File: src/rtl/core/wps_pkg.sv
`default_nettype none
// ----------------------------------------------------------------------------
// wps_pkg: shared types and constants for the waypoint pursuit steering block
// CORDIC arctangent table, fixed-point constants and register indexes.
// ----------------------------------------------------------------------------
package wps_pkg;

   localparam int CordicStages = 16;
   localparam int TableLen     = 24;
   localparam int NumStages    = (CordicStages > TableLen) ? TableLen : CordicStages;

   // vectoring datapath width: 17-bit difference times 256, plus CORDIC growth
   localparam int VW = 29;
   // rotation datapath width (Q30 values with growth)
   localparam int RW = 33;

   localparam logic [29:0] InvGainQ30 = 30'd652032874;
   localparam logic [30:0] PiQ29      = 31'd1686629713;

   localparam logic [1:0] CSR_LOOKAHEAD = 2'd0;
   localparam logic [1:0] CSR_MAX_LIN   = 2'd1;
   localparam logic [1:0] CSR_TURN_GAIN = 2'd2;
   localparam logic [1:0] CSR_MAX_ANG   = 2'd3;

   typedef struct packed {
      logic [12:0] reach_radius;
      logic [14:0] max_linear_speed;
      logic [11:0] turn_gain;
      logic [14:0] max_angular_rate;
   } cfg_type;

   function automatic logic [31:0] atan_bam(input int i);
      logic [31:0] t;
      case (i)
         0: t = 32'd536870912;   1: t = 32'd316933406;  2: t = 32'd167458907;
         3: t = 32'd85004756;    4: t = 32'd42667331;   5: t = 32'd21354465;
         6: t = 32'd10679838;    7: t = 32'd5340245;    8: t = 32'd2670163;
         9: t = 32'd1335086;     10: t = 32'd667544;    11: t = 32'd333772;
         12: t = 32'd166886;     13: t = 32'd83443;     14: t = 32'd41722;
         15: t = 32'd20861;      16: t = 32'd10430;     17: t = 32'd5215;
         18: t = 32'd2608;       19: t = 32'd1304;      20: t = 32'd652;
         21: t = 32'd326;        22: t = 32'd163;       23: t = 32'd81;
         default: t = 32'd0;
      endcase
      return t;
   endfunction

endpackage
`default_nettype wire

File: src/rtl/core/wps_vector.sv
`default_nettype none
// ----------------------------------------------------------------------------
// wps_vector: pipelined CORDIC vectoring
// One micro-rotation per register stage; returns angle and raw magnitude.
// ----------------------------------------------------------------------------
module wps_vector (
   input  wire                         clock,
   input  wire signed [wps_pkg::VW-1:0] vec_x,
   input  wire signed [wps_pkg::VW-1:0] vec_y,
   output logic signed [wps_pkg::VW-1:0] mag,
   output logic [31:0]                  angle
);
   import wps_pkg::*;

   logic signed [VW-1:0] x_ff [NumStages+1];
   logic signed [VW-1:0] y_ff [NumStages+1];
   logic [31:0]          z_ff [NumStages+1];
   logic                 zero_ff [NumStages+1];

   // pre-rotate into the right half plane
   always_ff @(posedge clock) begin
      zero_ff[0] <= (vec_x == '0) && (vec_y == '0);
      if (vec_x < 0) begin
         x_ff[0] <= -vec_x;
         y_ff[0] <= -vec_y;
         z_ff[0] <= 32'h8000_0000;
      end else begin
         x_ff[0] <= vec_x;
         y_ff[0] <= vec_y;
         z_ff[0] <= '0;
      end
   end

   // micro-rotations, one per stage
   for (genvar i = 0; i < NumStages; i++) begin : g_stage
      always_ff @(posedge clock) begin
         zero_ff[i+1] <= zero_ff[i];
         if (y_ff[i] >= 0) begin
            x_ff[i+1] <= x_ff[i] + (y_ff[i] >>> i);
            y_ff[i+1] <= y_ff[i] - (x_ff[i] >>> i);
            z_ff[i+1] <= z_ff[i] + atan_bam(i);
         end else begin
            x_ff[i+1] <= x_ff[i] - (y_ff[i] >>> i);
            y_ff[i+1] <= y_ff[i] + (x_ff[i] >>> i);
            z_ff[i+1] <= z_ff[i] - atan_bam(i);
         end
      end
   end

   assign mag   = zero_ff[NumStages] ? '0 : x_ff[NumStages];
   assign angle = zero_ff[NumStages] ? '0 : z_ff[NumStages];

endmodule
`default_nettype wire

File: config.mk
export PLATFORM = sky130hd
export DESIGN_NAME = wps_vector
export DESIGN_NICKNAME = d
export VERILOG_FILES = /design/src/rtl/core/wps_pkg.sv /design/src/rtl/core/wps_vector.sv
export SDC_FILE = /design/constraint.sdc
export NUM_CORES = 2
export LEC_CHECK = 0
export ABC_CLOCK_PERIOD_IN_PS = 5800
export BUFFER_PORTS_ARGS = -buffer_cell sky130_fd_sc_hd__buf_2
export CAP_MARGIN = 20
export CORE_AREA = 2 2 583 585
export CTS_CLUSTER_DIAMETER = 100
export DETAILED_ROUTE_END_ITERATION = 10
export DIE_AREA = 0 0 585 587
export GPL_TIMING_DRIVEN = 1
export SETUP_SLACK_MARGIN = 0.5
export SYNTH_ARGS = -nofsm -noshare
export SYNTH_HDL_FRONTEND = slang
export SYNTH_SLANG_ARGS = --single-unit
File: constraint.sdc
create_clock -name clock -period 5.8 [get_ports clock]
set_input_delay 0.87 -clock clock [delete_from_list [all_inputs] [get_ports clock]]
set_output_delay 0.87 -clock clock [all_outputs]
set_load 0.01 [all_outputs]
# [Word-level counts from Yosys, hierarchy flattened]
# Memories as Yosys holds them, arrays and structs flattened.
# Index checks and enable logic that the tools add are counted.
[op_classes] addsub=97 mul=0 n_div=0 n_lt_le_gt_ge=17 n_eq_ne=0 shift=0 muxes=104 n_bitwise=51 n_reduce_logical=3
[ops] operator="29-bit two-way mux" n=35
[ops] operator="32-bit two-way mux" n=18
[ops] operator="29-bit by 1-bit greater-or-equal comparator with 1-bit output (second input constant)" n=16
[ops] operator="29-bit by 14-bit adder with 29-bit output" n=2
[ops] operator="29-bit by 15-bit adder with 29-bit output" n=2
[ops] operator="29-bit by 16-bit adder with 29-bit output" n=2
[ops] operator="29-bit by 17-bit adder with 29-bit output" n=2
[ops] operator="29-bit by 18-bit adder with 29-bit output" n=2
[ops] operator="29-bit by 19-bit adder with 29-bit output" n=2
[ops] operator="29-bit by 20-bit adder with 29-bit output" n=2
[ops] operator="29-bit by 21-bit adder with 29-bit output" n=2
[ops] operator="29-bit by 22-bit adder with 29-bit output" n=2
[ops] operator="29-bit by 23-bit adder with 29-bit output" n=2
[ops] operator="29-bit by 24-bit adder with 29-bit output" n=2
[ops] operator="29-bit by 25-bit adder with 29-bit output" n=2
[ops] operator="29-bit by 26-bit adder with 29-bit output" n=2
[ops] operator="29-bit by 27-bit adder with 29-bit output" n=2
[ops] operator="29-bit by 28-bit adder with 29-bit output" n=2
[ops] operator="29-bit zero test" n=2
[ops] operator="29-bit negator" n=2
[ops] operator="29-bit by 14-bit subtractor with 29-bit output" n=2
[ops] operator="29-bit by 15-bit subtractor with 29-bit output" n=2
[ops] operator="29-bit by 16-bit subtractor with 29-bit output" n=2
[ops] operator="29-bit by 17-bit subtractor with 29-bit output" n=2
[ops] operator="49 further kinds" n=161
[word_totals] register_bits=0 latch_bits=0 ramBits=1547 romBits=0 inputBits=59 output_inout_bits=61 word_cells=276 n_memories=4
[memory_table] name="z_ff" words=17 width=32 read_ports=17 rd_ports_with_merged_regs=0 wr=17 line="wps_vector.sv:17" source="logic [31:0] z_ff [NumStages+1];"
[memory_table] name="x_ff" words=17 width=29 read_ports=17 rd_ports_with_merged_regs=0 wr=17 line="wps_vector.sv:15" source="logic signed [VW-1:0] x_ff [NumStages+1];"
[memory_table] name="y_ff" words=17 width=29 read_ports=16 rd_ports_with_merged_regs=0 wr=17 line="wps_vector.sv:16" source="logic signed [VW-1:0] y_ff [NumStages+1];"
[memory_table] name="zero_ff" words=17 width=1 read_ports=17 rd_ports_with_merged_regs=0 wr=17 line="wps_vector.sv:18" source="logic zero_ff [NumStages+1];"

# [Depth between registers and ports, before layout]
[depth] depth_word=4 mapped_depth=22

# [Worst setup path after synthesis]
# Ideal clock, no wire load.
[synth_path] path_type="flip-flop to flip-flop" from="mem y_ff[12][28]" to="mem y_ff[13][27]" t_arrival_ns=4.295 required_time_ns=5.673 slack_ns=1.378 path_stages_with_launch=20 n_path_buf=3 path_cell_list="dfxtp_1 clkbuf_1 clkbuf_1 clkbuf_1 nand2_1 o21ai_0 inv_1 ha_1 nor2b_1 o21ai_0 a21boi_0 o41ai_1 o21ai_0 a311oi_1 o21bai_1 a21o_1 a31o_2 a21oi_1 o21ai_0 xor2_1"
[synth_rtl] element="start: declaration" line="wps_vector.sv:16"

==> results.json <==
{
  "critPathLaunchType": "flop",
  "cp.buffers_inverters": 0,
  "yosysUniqueCellTypes": 83,
  "fp.coreArea_mm2": 0.338,
  "relSlewSlack_pct": 23.0,
  "numCtsBuffers": 167,
  "num_vias": 80900,
  "synth_common_cells": "dfxtp_1 (1,398), ha_1 (1,319), xnor2_1 (1,154), a21oi_1 (1,051), nor2_1 (825)",
  "clk_latency_ps": 840,
  "holdBufCountCts": 0,
  "hpwl_um": 191000,
  "cts_tree": "yes",
  "yosysWarningCount": 0,
  "crit_type": "reg -> reg",
  "synth_top_family_by_area": "compound AO/OA/AOI/OAI gates",
  "critical_path_peak_fanout": 5,
  "yosysMostFrequentCell": "dfxtp_1",
  "die_h_um": 587,
  "status": "finished, final reports clean",
  "multi_input_area_mm2": 0.0702,
  "clkSinkCount": 1398,
  "route.detailed.drc": 0,
  "max_stage_delay_ps": 550,
  "arrival_ps": 5610,
  "wl_per_cell_um": 14.1,
  "critPathTopFamily": "compound AO/OA/AOI/OAI gates",
  "num_rows": 214,
  "netlist_instances": 11800,
  "setup_viol": 0,
  "wirelength_um": 236000,
  "initial_core_util_pct": 29.8,
  "grt-ovfl-total": 0,
  "clk_pin_slew_ps": 60,
  "ctsLongestPathBuffers": 4,
  "rsz0062_at_grt": "yes",
  "end_kind": "flop",
  "fin_nets": 13500,
  "io_buffers": 119,
  "synth_compound_area_share_pct": 22.2,
  "initialDrtViolationCount": 3451,
  "grt.total_usage_pct": 13.3,
  "synthArstFlopShare_pct": 0,
  "hp-start": "vec_y[0]",
  "synth_area_mm2": 0.101,
  "synthSimpleGateAreaFrac_pct": 14.6,
  "synthMuxAreaShare_pct": 0.160,
  "synthAdderAreaFrac_pct": 17.3,
  "dr.pass1.iters": 7,
  "vias_per_cell": 4.84,
  "synth.area.top_cells": "dfxtp_1 (28%), ha_1 (16%), xnor2_1 (10%), a21oi_1 (5.2%), xor2_1 (4.9%)",
  "hold_class": "in -> reg",
  "cp_cell_sequence": "or4_1 -> or2_2 -> or4_1 -> or3_1 -> nand2_1 -> xnor2_1 -> ha_1 -> a211o_1 -> o31ai_1 -> o21ai_0 -> a211o_1 -> a21o_1 -> a21o_1 -> a21oi_1 -> xnor2_1",
  "die_w_um": 585,
  "dieArea_mm2": 0.343,
  "hold_viol": 0,
  "ios": 120,
  "synth_top_area_share_pct": 27.8,
  "fillers": 35500,
  "synth_edf_count": 0,
  "drive_gt1_share_pct": 4.61,
  "rrSetupSlack_ps": 930,
  "cp.required_ps": 6540,
  "gp_congestion": 0.891,
  "reg2reg_from": "y_ff[10][14]$_DFF_P_",
  "synth_flop_cell": "dfxtp_1",
  "ant_nets": 0,
  "grt_max_degree": 77,
  "worst_pin_slew_ps": 1140,
  "reg2reg_depth": 15,
  "synth_top_area_cell": "dfxtp_1",
  "reg2reg_to": "x_ff[11][28]$_DFF_P_",
  "holdPathStages": 1,
  "drv_slew": 0,
  "drv_cap": 0,
  "max_freq_ghz": 0.205,
  "min_to": "y_ff[0][0]$_DFF_P_",
  "setup_tns_ps": 0,
  "synth-xor-area-share_pct": 15.0,
  "ys_ff_latch": 1398,
  "seq_area_frac_synth_pct": 27.8,
  "finClkSkew_ps": 55.4,
  "grt_pass1_wl_um": 386000,
  "postSynthAreaPerCell_um2": 8.51,
  "cp_slowest_cell": "or4_1",
  "syn2layout_area_growth_pct": 11.8,
  "min_period_ps": 4870,
  "h-tree-depth": 4,
  "regArea_mm2": 0.0280,
  "ctsRootBufferMaster": "clkbuf_16",
  "antenna_found_initial": 3,
  "first_global_vias": 77900,
  "final.period_utilization_pct": 84.0
}
## metrics by stage
step                      utilization, %  setup WS, ps  hold slack [ps]  area [um2]  cells
after global placement              31.7           842              312      107000  16400
after detailed placement            31.7           912              312      107000  16400
final                               33.3           930              183      113000  16700
after global routing                33.3           472              138      113000  16700
after CTS                           33.3           897              121      113000  16700
after floorplan                        -          1380              310      101000  11900
## flip-flops by register name, indices dropped and copies added, names as in the netlist
signal   cells
x_ff       493
y_ff       448
z_ff       440
zero_ff     17
## worst max-delay path by stage
| stage | startpoint | endpoint | slack [ps] | cells after the start |
|---|---|---|---|---|
| final | y_ff[10][14]$_DFF_P_ | x_ff[11][28]$_DFF_P_ | 930 | 15 |
| after floorplan | y_ff[12][28]$_DFF_P_ | y_ff[13][27]$_DFF_P_ | 1380 | 19 |
| after detailed placement | y_ff[10][14]$_DFF_P_ | x_ff[11][28]$_DFF_P_ | 910 | 15 |
| after global placement | y_ff[10][14]$_DFF_P_ | x_ff[11][28]$_DFF_P_ | 840 | 15 |
| after CTS | x_ff[11][15]$_DFF_P_ | y_ff[12][26]$_DFF_P_ | 900 | 18 |
| after global routing | x_ff[9][10]$_DFF_P_ | y_ff[10][27]$_DFF_P_ | 470 | 18 |
## logic make-up (layout without fill, tap and decap cells)
logic type / count (synthesis) / in the layout
xor+xnor: 1720 / 1720
buf+inv: 793 / 1053
fa+ha+maj: 1364 / 1364
mux: 16 / 16
other cells: 1 / 107
compound gates: 3524 / 3524
simple gates: 3018 / 3018
flops: 1398 / 1398
## placed cells by master, fill, tap and decap left out, types with 87 or more instances in the layout
cell / instances
nor3_1: 195
nor2_1: 825
nand2b_1: 213
buf_2: 119
a21oi_1: 1051
clkbuf_16: 172
nand4_1: 94
o21a_1: 165
nor2b_1: 248
conb_1: 105
and3_1: 89
xor2_1: 566
inv_1: 584
o21ai_0: 753
a21o_1: 565
nand3_1: 205
o21bai_1: 135
xnor2_1: 1154
a31oi_1: 103
dfxtp_1: 1382
ha_1: 1319
or4_1: 87
or3_1: 112
o31ai_1: 195
nand2_1: 725
## final cells by class
type	instances	share of cell area (%)
diodes	2	0.00444
clock buffers	228	4.26
clock inverters	68	0.710
inverters	591	1.97
multi-input cells	9747	62.3
flip-flops and latches	1398	24.9
well taps	4536	5.04
repair buffers	166	0.842
## repair_timing
action	4_1_cts	5_1_grt
setup endpoints to repair	0	3
setup buffers	0	6
gates resized for setup	0	2
## routing by layer
layer / GRT usage (%) / wire length (um)
met5: 0 / 0
met4: 6.17 / 11200
met3: 1.65 / 6930
met2: 24.9 / 118000
met1: 14.8 / 100000
Power is not shown: default switching activity piles up to over one toggle a cycle in this logic, so the estimate is an artifact.
